==> config.mk <==
export PLATFORM = sky130hd
export DESIGN_NAME = beam_threshold_prune
export DESIGN_NICKNAME = d
export VERILOG_FILES = /design/src/rtl/bthp_pkg.sv /design/src/rtl/bthp_ram.sv /design/src/rtl/bthp_radix_sel.sv /design/src/rtl/beam_threshold_prune.sv
export SDC_FILE = /design/constraint.sdc
export NUM_CORES = 2
export LEC_CHECK = 0
export BUFFER_PORTS_ARGS = -buffer_cell sky130_fd_sc_hd__clkbuf_2
export CAP_MARGIN = 20
export CORE_ASPECT_RATIO = 0.7
export CORE_MARGIN = 3
export CORE_UTILIZATION = 56
export CTS_BUF_LIST = sky130_fd_sc_hd__clkbuf_16
export DETAILED_ROUTE_END_ITERATION = 16
export PLACE_DENSITY = 0.75
export SKIP_CTS_REPAIR_TIMING = 1
export SYNTH_ARGS = -nofsm -noshare
export SYNTH_HDL_FRONTEND = slang
export SYNTH_SLANG_ARGS = --single-unit
==> constraint.sdc <==
create_clock -name clk -period 4.2 [get_ports clk]
set_input_delay 0 -clock clk [delete_from_list [all_inputs] [get_ports clk]]
set_output_delay 0 -clock clk [all_outputs]
set_load 0.03 [all_outputs]
==> src/rtl/bthp_pkg.sv <==
// Shared types, constants and helpers for the beam threshold prune block.
package bthp_pkg;

  // Flips the sign bit so signed sums order as unsigned keys
  localparam logic [31:0] KEY_FLIP = 32'h8000_0000;

  // Register map
  localparam logic REG_BEAM_WIDTH = 1'b0;

  // Top-level sequencer states
  typedef enum logic [1:0] {
    ST_LOAD,
    ST_SELECT,
    ST_EMIT
  } st_t;

  // Radix-select unit states
  typedef enum logic [1:0] {
    SEL_IDLE,
    SEL_SCAN,
    SEL_DECIDE
  } sel_state_t;

  // Saturating signed 32-bit add
  function automatic logic [31:0] sat_add32(input logic [31:0] a, input logic [31:0] b);
    logic [32:0] s;
    begin
      s = {a[31], a} + {b[31], b};
      if (s[32] != s[31]) begin
        sat_add32 = s[32] ? 32'h8000_0000 : 32'h7FFF_FFFF;
      end else begin
        sat_add32 = s[31:0];
      end
    end
  endfunction

endpackage

==> src/rtl/bthp_ram.sv <==
// Generic single-write, single-read RAM with registered read data.
module bthp_ram #(
  parameter int WIDTH = 32,
  parameter int DEPTH = 64
) (
  input  logic                     clk,
  input  logic                     we,
  input  logic [$clog2(DEPTH)-1:0] waddr,
  input  logic [WIDTH-1:0]         wdata,
  input  logic [$clog2(DEPTH)-1:0] raddr,
  output logic [WIDTH-1:0]         rdata
);

  logic [WIDTH-1:0] mem [DEPTH];
  logic [WIDTH-1:0] rdata_r;

  // Write port and registered read port
  always_ff @(posedge clk) begin
    if (we) begin
      mem[waddr] <= wdata;
    end
    rdata_r <= mem[raddr];
  end

  assign rdata = rdata_r;

endmodule

==> src/rtl/bthp_radix_sel.sv <==
// Radix select: finds the k-th largest stored sum, one key bit per pass over the store.
module bthp_radix_sel #(
  parameter int MAX_CANDIDATES = 64
) (
  input  logic                               clk,
  input  logic                               rst_n,
  input  logic                               go,
  input  logic [$clog2(MAX_CANDIDATES+1)-1:0] n,
  input  logic [$clog2(MAX_CANDIDATES+1)-1:0] k,
  output logic [$clog2(MAX_CANDIDATES)-1:0]   rd_addr,
  input  logic [31:0]                        rd_data,
  output logic                               done,
  output logic [31:0]                        thr
);

  localparam int CW = $clog2(MAX_CANDIDATES + 1);
  localparam int AW = $clog2(MAX_CANDIDATES);

  bthp_pkg::sel_state_t st_r, st_nxt;

  logic [CW-1:0] n_r;
  logic [CW-1:0] k_r;
  logic [CW-1:0] cnt_r;
  logic [CW-1:0] a_r;
  logic          rv_r;
  logic [4:0]    bit_r;
  logic [31:0]   pre_r;
  logic          done_r;

  logic          issue;
  logic          scan_end;
  logic [31:0]   key;
  logic [31:0]   above;
  logic          match;

  // Compare unit: key matches the prefix above the current bit and has that bit set
  always_comb begin
    key   = rd_data ^ bthp_pkg::KEY_FLIP;
    above = 32'hFFFF_FFFF << ({1'b0, bit_r} + 6'd1);
    match = (((key ^ pre_r) & above) == 32'h0) && key[bit_r];
  end

  // Control outputs
  always_comb begin
    issue    = (st_r == bthp_pkg::SEL_SCAN) && (a_r != n_r);
    scan_end = (st_r == bthp_pkg::SEL_SCAN) && (a_r == n_r) && !rv_r;
  end

  // Next state
  always_comb begin
    st_nxt = st_r;
    unique case (st_r)
      bthp_pkg::SEL_IDLE:   if (go) st_nxt = bthp_pkg::SEL_SCAN;
      bthp_pkg::SEL_SCAN:   if (scan_end) st_nxt = bthp_pkg::SEL_DECIDE;
      bthp_pkg::SEL_DECIDE: st_nxt = (bit_r == 5'd0) ? bthp_pkg::SEL_IDLE : bthp_pkg::SEL_SCAN;
      default:              st_nxt = bthp_pkg::SEL_IDLE;
    endcase
  end

  // State and control registers
  always_ff @(posedge clk) begin
    if (!rst_n) begin
      st_r   <= bthp_pkg::SEL_IDLE;
      rv_r   <= 1'b0;
      done_r <= 1'b0;
    end else begin
      st_r   <= st_nxt;
      rv_r   <= issue;
      done_r <= (st_r == bthp_pkg::SEL_DECIDE) && (bit_r == 5'd0);
    end
  end

  // Datapath: issue reads, count matches, settle one bit per pass
  always_ff @(posedge clk) begin
    unique case (st_r)
      bthp_pkg::SEL_IDLE: begin
        if (go) begin
          n_r   <= n;
          k_r   <= k;
          cnt_r <= '0;
          a_r   <= '0;
          bit_r <= 5'd31;
          pre_r <= 32'h0;
        end
      end
      bthp_pkg::SEL_SCAN: begin
        if (issue) begin
          a_r <= a_r + CW'(1);
        end
        if (rv_r && match) begin
          cnt_r <= cnt_r + CW'(1);
        end
      end
      bthp_pkg::SEL_DECIDE: begin
        if (cnt_r >= k_r) begin
          pre_r[bit_r] <= 1'b1;
        end else begin
          k_r <= k_r - cnt_r;
        end
        cnt_r <= '0;
        a_r   <= '0;
        if (bit_r != 5'd0) begin
          bit_r <= bit_r - 5'd1;
        end
      end
      default: begin
      end
    endcase
  end

  assign rd_addr = a_r[AW-1:0];
  assign done    = done_r;
  assign thr     = pre_r ^ bthp_pkg::KEY_FLIP;

endmodule

==> src/rtl/beam_threshold_prune.sv <==
// Top level: candidate load, threshold select and emission of kept/pruned candidates.
//
//  channel   handshake                     beat contents
//  --------  ----------------------------  ------------------------------------------
//  input     start / busy                  in_cand_index, in_cand_score,
//                                          in_prefix_score, in_last_in
//  result    out_valid (one-cycle strobe)  out_index, out_total_score, out_keep,
//                                          out_threshold_valid, out_threshold, out_last_out
//  config    APB psel/penable/pwrite       beam_width at byte address 0
//
// Loading accepts one candidate per cycle; busy stays low until a beat with in_last_in.
// Threshold select makes 32 passes over the n stored sums in the sum RAM, one key bit
// each, through the single RAM read port and compare unit.
// Select is skipped when no pruning applies. Emission then gives n beats, one a cycle.
// Reset clears the count, state and beam_width; the RAMs need no clearing.
// The result side cannot stall: each beat is on the ports for exactly one cycle.
module beam_threshold_prune #(
  parameter int MAX_CANDIDATES = 64
) (
  input  logic        clk,
  input  logic        rst_n,
  // Input channel
  input  logic        start,
  output logic        busy,
  input  logic [15:0] in_cand_index,
  input  logic [31:0] in_cand_score,
  input  logic [31:0] in_prefix_score,
  input  logic        in_last_in,
  // Result channel
  output logic        out_valid,
  output logic [15:0] out_index,
  output logic [31:0] out_total_score,
  output logic        out_keep,
  output logic        out_threshold_valid,
  output logic [31:0] out_threshold,
  output logic        out_last_out,
  // Configuration port
  input  logic        psel,
  input  logic        penable,
  input  logic        pwrite,
  input  logic [2:0]  paddr,
  input  logic [31:0] pwdata,
  output logic [31:0] prdata,
  output logic        pready
);

  localparam int CW = $clog2(MAX_CANDIDATES + 1);
  localparam int AW = $clog2(MAX_CANDIDATES);

  bthp_pkg::st_t st_r, st_nxt;

  logic [6:0]    beam_r;
  logic [CW-1:0] cnt_r;
  logic [CW-1:0] n_r;
  logic [CW-1:0] e_r;
  logic          rv_r;
  logic          lastf_r;
  logic          vld_r;
  logic [31:0]   thr_r;

  logic          accept;
  logic          full;
  logic [CW-1:0] n_nxt;
  logic          vld_nxt;
  logic          sel_go;
  logic          sel_done;
  logic [AW-1:0] sel_addr;
  logic [31:0]   sel_thr;
  logic          emit_issue;
  logic          emit_final;
  logic [AW-1:0] sum_raddr;
  logic [31:0]   sum_rdata;
  logic [15:0]   idx_rdata;
  logic          cfg_wr;

  // Configuration register
  assign cfg_wr = psel && penable && pwrite && pready;
  assign pready = 1'b1;
  assign prdata = (paddr[2] == bthp_pkg::REG_BEAM_WIDTH) ? {25'h0, beam_r} : 32'h0;

  always_ff @(posedge clk) begin
    if (!rst_n) begin
      beam_r <= 7'd0;
    end else if (cfg_wr && (paddr[2] == bthp_pkg::REG_BEAM_WIDTH)) begin
      beam_r <= pwdata[6:0];
    end
  end

  // Load-side decode
  always_comb begin
    accept  = start && !busy;
    full    = (cnt_r == CW'(MAX_CANDIDATES));
    n_nxt   = full ? cnt_r : cnt_r + CW'(1);
    vld_nxt = (beam_r != 7'd0) && ({1'b0, 8'(n_nxt)} > {2'b0, beam_r});
    sel_go  = accept && in_last_in && vld_nxt;
  end

  // Emission control
  always_comb begin
    emit_issue = (st_r == bthp_pkg::ST_EMIT);
    emit_final = emit_issue && (e_r == n_r - CW'(1));
  end

  // Next state
  always_comb begin
    st_nxt = st_r;
    unique case (st_r)
      bthp_pkg::ST_LOAD: begin
        if (accept && in_last_in) begin
          st_nxt = vld_nxt ? bthp_pkg::ST_SELECT : bthp_pkg::ST_EMIT;
        end
      end
      bthp_pkg::ST_SELECT: if (sel_done) st_nxt = bthp_pkg::ST_EMIT;
      bthp_pkg::ST_EMIT:   if (emit_final) st_nxt = bthp_pkg::ST_LOAD;
      default:             st_nxt = bthp_pkg::ST_LOAD;
    endcase
  end

  // Control registers
  always_ff @(posedge clk) begin
    if (!rst_n) begin
      st_r  <= bthp_pkg::ST_LOAD;
      cnt_r <= '0;
      rv_r  <= 1'b0;
    end else begin
      st_r <= st_nxt;
      rv_r <= emit_issue;
      if (emit_final) begin
        cnt_r <= '0;
      end else if (accept && !full) begin
        cnt_r <= cnt_r + CW'(1);
      end
    end
  end

  // Set bookkeeping and emission address
  always_ff @(posedge clk) begin
    if (accept && in_last_in) begin
      n_r   <= n_nxt;
      vld_r <= vld_nxt;
      e_r   <= '0;
    end else if (emit_issue) begin
      e_r <= e_r + CW'(1);
    end
    lastf_r <= emit_final;
    if (sel_done) begin
      thr_r <= sel_thr;
    end
  end

  // Candidate stores
  assign sum_raddr = (st_r == bthp_pkg::ST_SELECT) ? sel_addr : e_r[AW-1:0];

  bthp_ram #(
    .WIDTH (32),
    .DEPTH (MAX_CANDIDATES)
  ) u_sum_ram (
    .clk   (clk),
    .we    (accept && !full),
    .waddr (cnt_r[AW-1:0]),
    .wdata (bthp_pkg::sat_add32(in_cand_score, in_prefix_score)),
    .raddr (sum_raddr),
    .rdata (sum_rdata)
  );

  bthp_ram #(
    .WIDTH (16),
    .DEPTH (MAX_CANDIDATES)
  ) u_idx_ram (
    .clk   (clk),
    .we    (accept && !full),
    .waddr (cnt_r[AW-1:0]),
    .wdata (in_cand_index),
    .raddr (e_r[AW-1:0]),
    .rdata (idx_rdata)
  );

  // Threshold select unit
  bthp_radix_sel #(
    .MAX_CANDIDATES (MAX_CANDIDATES)
  ) u_sel (
    .clk     (clk),
    .rst_n   (rst_n),
    .go      (sel_go),
    .n       (n_nxt),
    .k       (CW'(beam_r)),
    .rd_addr (sel_addr),
    .rd_data (sum_rdata),
    .done    (sel_done),
    .thr     (sel_thr)
  );

  // Result beat
  assign busy                = (st_r != bthp_pkg::ST_LOAD);
  assign out_valid           = rv_r;
  assign out_index           = idx_rdata;
  assign out_total_score     = sum_rdata;
  assign out_keep            = !vld_r || ($signed(sum_rdata) >= $signed(thr_r));
  assign out_threshold_valid = vld_r;
  assign out_threshold       = vld_r ? thr_r : 32'h0;
  assign out_last_out        = lastf_r;

endmodule

**After elaboration in Yosys (flattened, before gate mapping)**

Memories as Yosys holds them, arrays and structs flattened. A register that Yosys moved wholly into a read port is not among the register bits.
Cells that the tools add are included.

- Memory bits (writable): 3072
- Memories kept: 2
- Register bits: 134
- Word-level logic and storage cells: 135

- Shift-type cells: 1
- Reduce and logical (&&, ||, !) cells: 39
- Equal/unequal tests: 19
- Add/subtract/negate cells: 9
- Muxes and demuxes: 35
- Order comparisons: 5
- Bitwise gates (word level): 7

Memory list:

| name | depth | width | rd ports | clocked after Yosys merged registers in | write ports | RTL line | RTL |
|---|---|---|---|---|---|---|---|
| u_sum_ram.mem | 64 | 32 | 1 | 1 | 1 | bthp_ram.sv:14 | `logic [WIDTH-1:0] mem [DEPTH];` |
| u_idx_ram.mem | 64 | 16 | 1 | 1 | 1 | bthp_ram.sv:14 |  |

Operators by type and width:

| cell | count |
|---|---|
| $mux W32 | 5 |
| $pmux W32 S2 | 1 |
| $mux W7 | 7 |
| $pmux W7 S3 | 2 |
| $add A32 B32 Y33 | 1 |
| $and A32 B32 Y32 | 1 |
| $ge A32 B32 Y1 | 1 |
| $logic_not A32 Y1 | 1 |
| $or A32 B32 Y32 | 1 |
| $shl A32 B6 Y32 const A | 1 |
| $xor A32 B32 Y32 | 1 |
| $add A7 B1 Y7 const B | 4 |
| $reduce_and A3 Y1 | 6 |
| $logic_and A1 B1 Y1 | 16 |
| $eq A7 B7 Y1 | 2 |
| $pmux W7 S2 | 1 |
| $mux W2 | 6 |
| $ne A2 B2 Y1 const B | 6 |
| $pmux W2 S3 | 2 |
| $mux W5 | 2 |
| $pmux W5 S2 | 1 |
| $ne A2 B1 Y1 const B | 4 |
| $eq A7 B7 Y1 const B | 1 |
| $ge A7 B7 Y1 | 1 |
| 26 further kinds | 41 |

**Logic depth before layout (Yosys ltp)**

- Depth in word-level cells: 8
- Gate-level depth with buffers: 14
- Depth with buffers taken out: 14

**Hierarchy**

A second synthesis with hierarchy kept.

- Cells, all modules: 6312
- Area total of the unflattened synthesis: 129173.9 um2

Modules (own cells, without submodules):

| module | cells an instance | times used | area an instance (um2) |
|---|---|---|---|
| bthp_ram (u_sum_ram) | 3324 | 1 | 78515.3 |
| bthp_ram (u_idx_ram) | 1829 | 1 | 40042.2 |
| beam_threshold_prune | 717 | 1 | 6082.1 |
| bthp_radix_sel | 442 | 1 | 4534.3 |

**Worst setup path before layout**

Ideal clock, no wire load.

- Path type: reg2reg
- Start point: register cnt_r[0]
- End point: register u_sel.pre_r[0], enable pin
- Stages on the path, launching flop included: 14
- Required time: 3775 ps
- Data arrival time: 3897 ps
- Setup slack: -122 ps
- Clock period less this slack: 4322 ps
- Buffers on the path: 0
- Path through: dfxtp_1 -> clkinv_1 -> ha_1 -> nand2_1 -> nor4b_1 -> nor2_1 -> ha_1 -> o21a_1 -> o21ai_0 -> a21oi_1 -> o221ai_1 -> nand2b_1 -> a21o_1 -> nor2b_1

- Longest elaborated chain between the ends: 7

Ends and longest elaborated chain:

| element | RTL line | RTL |
|---|---|---|
| start, declared | beam_threshold_prune.sv:53 | `logic [CW-1:0] cnt_r;` |
| start signal, assigned | beam_threshold_prune.sv:131 | `cnt_r <= cnt_r + CW'(1);` |
| $add A7 B1 Y7 / $eq A7 B7 Y1 (equally long branches) | beam_threshold_prune.sv:93, beam_threshold_prune.sv:92 |  |
| $mux W7 * | beam_threshold_prune.sv:93 | `n_nxt = full ? cnt_r : cnt_r + CW'(1);` |
| via n_nxt[2] | beam_threshold_prune.sv:63 | `logic [CW-1:0] n_nxt;` |
| $gt A7 B7 Y1 * | beam_threshold_prune.sv:94 | `vld_nxt = (beam_r != 7'd0) && ({1'b0, 8'(n_nxt)} > {2'b0, beam_r});` |
| $logic_and A1 B1 Y1 * | beam_threshold_prune.sv:94 |  |
| $logic_and A1 B1 Y1 * | beam_threshold_prune.sv:95 | `sel_go = accept && in_last_in && vld_nxt;` |
| $ne A2 B2 Y1 (no source line) * | - |  |
| $reduce_and A3 Y1 (no source line) * | - |  |
| end signal, assigned | bthp_radix_sel.sv:83 | `pre_r <= 32'h0;` |
| end signal, assigned by index | bthp_radix_sel.sv:96 | `pre_r[bit_r] <= 1'b1;` |
| end, declared | bthp_radix_sel.sv:27 | `logic [31:0] pre_r;` |

The timed path passes the listed nets; every way through them passes the cells marked *.
A chain may end at the register's enable or synchronous reset.

**Worst setup path in the final report**

- Start point: register st_r[0]
- End point: register u_sum_ram.rdata_r[5] (netlist: u_sum_ram.rdata[5]) (read register of u_sum_ram.mem)

- Longest elaborated chain between the ends: 2

Ends and longest elaborated chain:

| element | RTL line | RTL |
|---|---|---|
| start, declared | beam_threshold_prune.sv:50 | `bthp_pkg::st_t st_r, st_nxt;` |
| start signal, assigned | beam_threshold_prune.sv:122 | `st_r <= bthp_pkg::ST_LOAD;` |
| start signal, assigned | beam_threshold_prune.sv:126 | `st_r <= st_nxt;` |
| $eq A2 B1 Y1 | beam_threshold_prune.sv:152 | `assign sum_raddr = (st_r == bthp_pkg::ST_SELECT) ? sel_addr : e_r[AW-1:0];` |
| $mux W6 | beam_threshold_prune.sv:152 |  |
| end, declared | bthp_ram.sv:15 | `logic [WIDTH-1:0] rdata_r;` |

Every way passes these cells.

==> summary.txt <==
Outcome
  – Status: complete, no violations

Finish
  – Non-filler cells, final: a little over 10,000
  – Area Overhead vs Synth: 13.97%
  – Multi-input logic area: around 0.03 mm^2
  – Fillers: around 14,000
  – Register Area: 0.09696 mm^2
  – Most frequent cells in the layout: edfxtp_1, mux4_2, nand2_1
  – Commonest non-fill, non-tap cell in the layout: edfxtp_1
  – Share of layout cells above drive strength 1: 0.2674
  – Fin nets: ~7,100

STA
  – WHS: 63.10 ps
  – Relative slew slack: 0.2614
  – Worst Slack Setup Final: between 200 and 250 ps
  – RSZ-0062 raised after global routing: no
  – Skew final: roughly 88 ps
  – Total Neg Setup Slack: 0 ps
  – Fmax: 0.2511 GHz
  – Final Max Slew Viols: 0
  – Tcrit/Tclk final: 0.9484
  – Setup violations, final: 0
  – Slew @ Worst Pin: about 1100 ps
  – Crit path time final: around 4000 ps
  – Hold Fails Final Rpt: 0

Worst hold path
  – Hold Path Depth: 2
  – Hold Crit Endpoint: u_idx_ram.mem[47][1]
  – Min-delay src: in_cand_index[1]
  – Worst hold path type: in2reg

Detailed routing
  – DRT iter0 DRCs: between 10,000 and 15,000
  – Wirelength per Cell: 33.41 um
  – Vias post-DR: between 60,000 and 70,000
  – Drc violations: 0
  – Remaining antenna violation count: 0
  – Overall routed net length: 338,100 um
  – Routed vias/inst: 6.780
  – Total iterations of the first detailed-routing run: 7

Placed design
  – Gpl congestion: slightly below 0.9
  – Post-DP HPWL: 188,500 um
  – IO Port Bufs: 186
  – Placed cell count: 9,525
  – Dpl ws: 206.3 ps

Logic synthesis
  – Simple-Gate Fraction of Synth Area: 0.03581
  – Synth warn: 0
  – Primary FF master, synth: edfxtp_1
  – EDFF count, synth: between 3,000 and 4,000
  – Largest family of logic cells by synthesized area: multiplexers
  – Syn avg cell area: slightly above 20 um^2
  – Xor and xnor area share after synthesis: 0.007424
  – Ys async rst share: 0
  – Adder-Cell Fraction of Synth Area: 0.009380
  – Syn Inst Count: around 6,300
  – Mux contribution to synthesized area: 0.1515
  – Compound-Gate Fraction of Synth Area: 0.02672
  – Yosys cell types: 71
  – #FFs+latches synth: 3,254
  – Post-synthesis sequential area ratio: 0.7539
  – Syn Std Cell Area: 0.1286 mm^2

Clock network
  – CTS H-tree lvls: 5
  – Worst-skew pair later-pin latency: 880 ps
  – Clock Tree Buf Depth: 4
  – Clock slew at reported path FFs: approximately 60 ps
  – CTS Root Cell: clkbuf_16
  – CTS Buf Count: around 300
  – CTS tree: done
  – CTS sink cnt: ~3,300

Pwr
  – VDD IR max: around 0.36 mV
  – LEAKAGE: about 48 nW
  – PwrDens: roughly 580 mW/mm^2

Critical path
  – Max stage delay on crit path: around 530 ps
  – Arrival time worst endpoint: about 4600 ps
  – R2R setup slack: 220 ps
  – R2r startpoint: st_r[0]
  – Most Frequent Cell on Critical Path: buf_12
  – R2R Path End: u_sum_ram.rdata[5]
  – Setup CP Type: reg2reg
  – CP max-delay cell: a221o_1
  – CP max FO: just under 50
  – Crit path buffers/inverters: 4
  – Worst path top cell family by delay: compound AO/OA/AOI/OAI gates
  – Worst-path cell chain: nor2b_2 > buf_4 > mux2i_4 > buf_12 > buf_12 > buf_12 > mux4_2 > nand2_1 > nand3_1 > o21ai_0 > o22ai_1 > a221o_1
  – CP Data Required Time: between 4000 and 5000 ps
  – Crit path launch type: flop
  – Critical path endpoint category: flop
  – Cell depth of the worst flop-to-flop path: 12

Die
  – Total core area: about 0.23 mm^2
  – Die X: ~580 um
  – Die Area: ~0.24 mm^2
  – Die Ht: between 400 and 500 um
  – FP Rows: around 150
  – Initial cell density of the core: 0.5659
  – IO Count: 240

Global route
  – Initial antenna violation count: 10
  – Total GRT Usage: 0.2875
  – First-pass GRT wire length: slightly below 500,000 um
  – Vias in the first global route: roughly 67,000
  – Largest net degree at the start of global routing: 92
  – Global route total overflow: 0

Job
  – Max-cap viol count: 0
synthesized netlist by cell type, drive strengths merged, types with 26 or more instances:
library cell | n | area share
a211oi | 68 | 0.0040
a21o | 32 | 0.0019
a21oi | 96 | 0.0037
a221o | 33 | 0.0026
a31oi | 71 | 0.0035
and2 | 109 | 0.0053
buf | 177 | 0.0077
clkbuf | 188 | 0.0055
dfxtp | 77 | 0.012
edfxtp | 3177 | 0.74
ha | 90 | 0.0088
inv | 69 | 0.0020
mux4 | 856 | 0.15
nand2 | 515 | 0.015
nand3 | 100 | 0.0039
nor2 | 176 | 0.0051
nor2b | 26 | 0.0013
o21a | 26 | 0.0015
o21ai | 117 | 0.0046
o22ai | 38 | 0.0018
xnor2 | 70 | 0.0048
xor2 | 39 | 0.0027
stage by stage:
stage | area, um^2 | total power [mW] | utilization
after floorplan | 128700 | 52.68 | -
after global placement | 136400 | 58.62 | 0.6001
after detailed placement | 136400 | 59.07 | 0.6001
after CTS | 145700 | 85.33 | 0.6413
after global routing | 146600 | 87.88 | 0.6449
final | 146600 | 85.10 | 0.6449
cell type report:
class / instances / area share
clock buffer: 303 / 0.05173
multi-input combinational: 2666 / 0.2074
clock inverter: 223 / 0.01208
sequential: 3254 / 0.6616
antenna: 6 / 0.0001024
timing repair buffer: 563 / 0.03942
tap: 3034 / 0.02590
inverter: 70 / 0.001793
state kept, by name, summed over array words and instances, names as in the netlist, 16 cells and up:
name / flops
u_sum_ram.mem: 2048
u_idx_ram.mem: 1024
thr_r: 32
u_sel.pre_r: 32
u_sum_ram.rdata: 32
u_idx_ram.rdata: 16
logic make-up after synthesis:
| family | count (synthesis) |
|---|---|
| AND/OR/NAND/NOR | 1030 |
| buffers and inverters | 435 |
| flip-flops | 3254 |
| multiplexers | 876 |
| other | 2 |
| AO/OA/AOI/OAI | 529 |
| XOR/XNOR | 109 |
| adder cells (fa/ha/maj) | 96 |
where the power goes:
group	internal, mW	switching [mW]	total [mW]
registers	37.5	0.919	38.4
logic	9.28	11.0	20.3
clock network	14.6	11.8	26.4
total	61.4	23.7	85.1
per-layer routing:
metal	vias to the layer above	wire length, um	GRT usage
met3	611	49500	0.08306
met4	4	9842	0.07597
li1	26890	-	-
met5	-	27	0
met2	5462	151000	0.4167
met1	35640	127700	0.4347
worst max path at each step:
stage	slack [ps]	end	cells after the start	from
2_1_floorplan	-80	u_idx_ram.mem[0][0]	9	cnt_r[0]
3_3_place_gp	-180	u_sel.cnt_r[5]	14	cnt_r[1]
3_5_place_dp	210	u_sel.bit_r[0]	14	cnt_r[1]
5_1_grt	60	u_sum_ram.rdata[5]	12	st_r[0]
6_report	220	u_sum_ram.rdata[5]	12	st_r[0]
4_1_cts	180	u_sel.bit_r[1]	14	cnt_r[1]
Note: power is estimated with default switching activity, not from simulation.
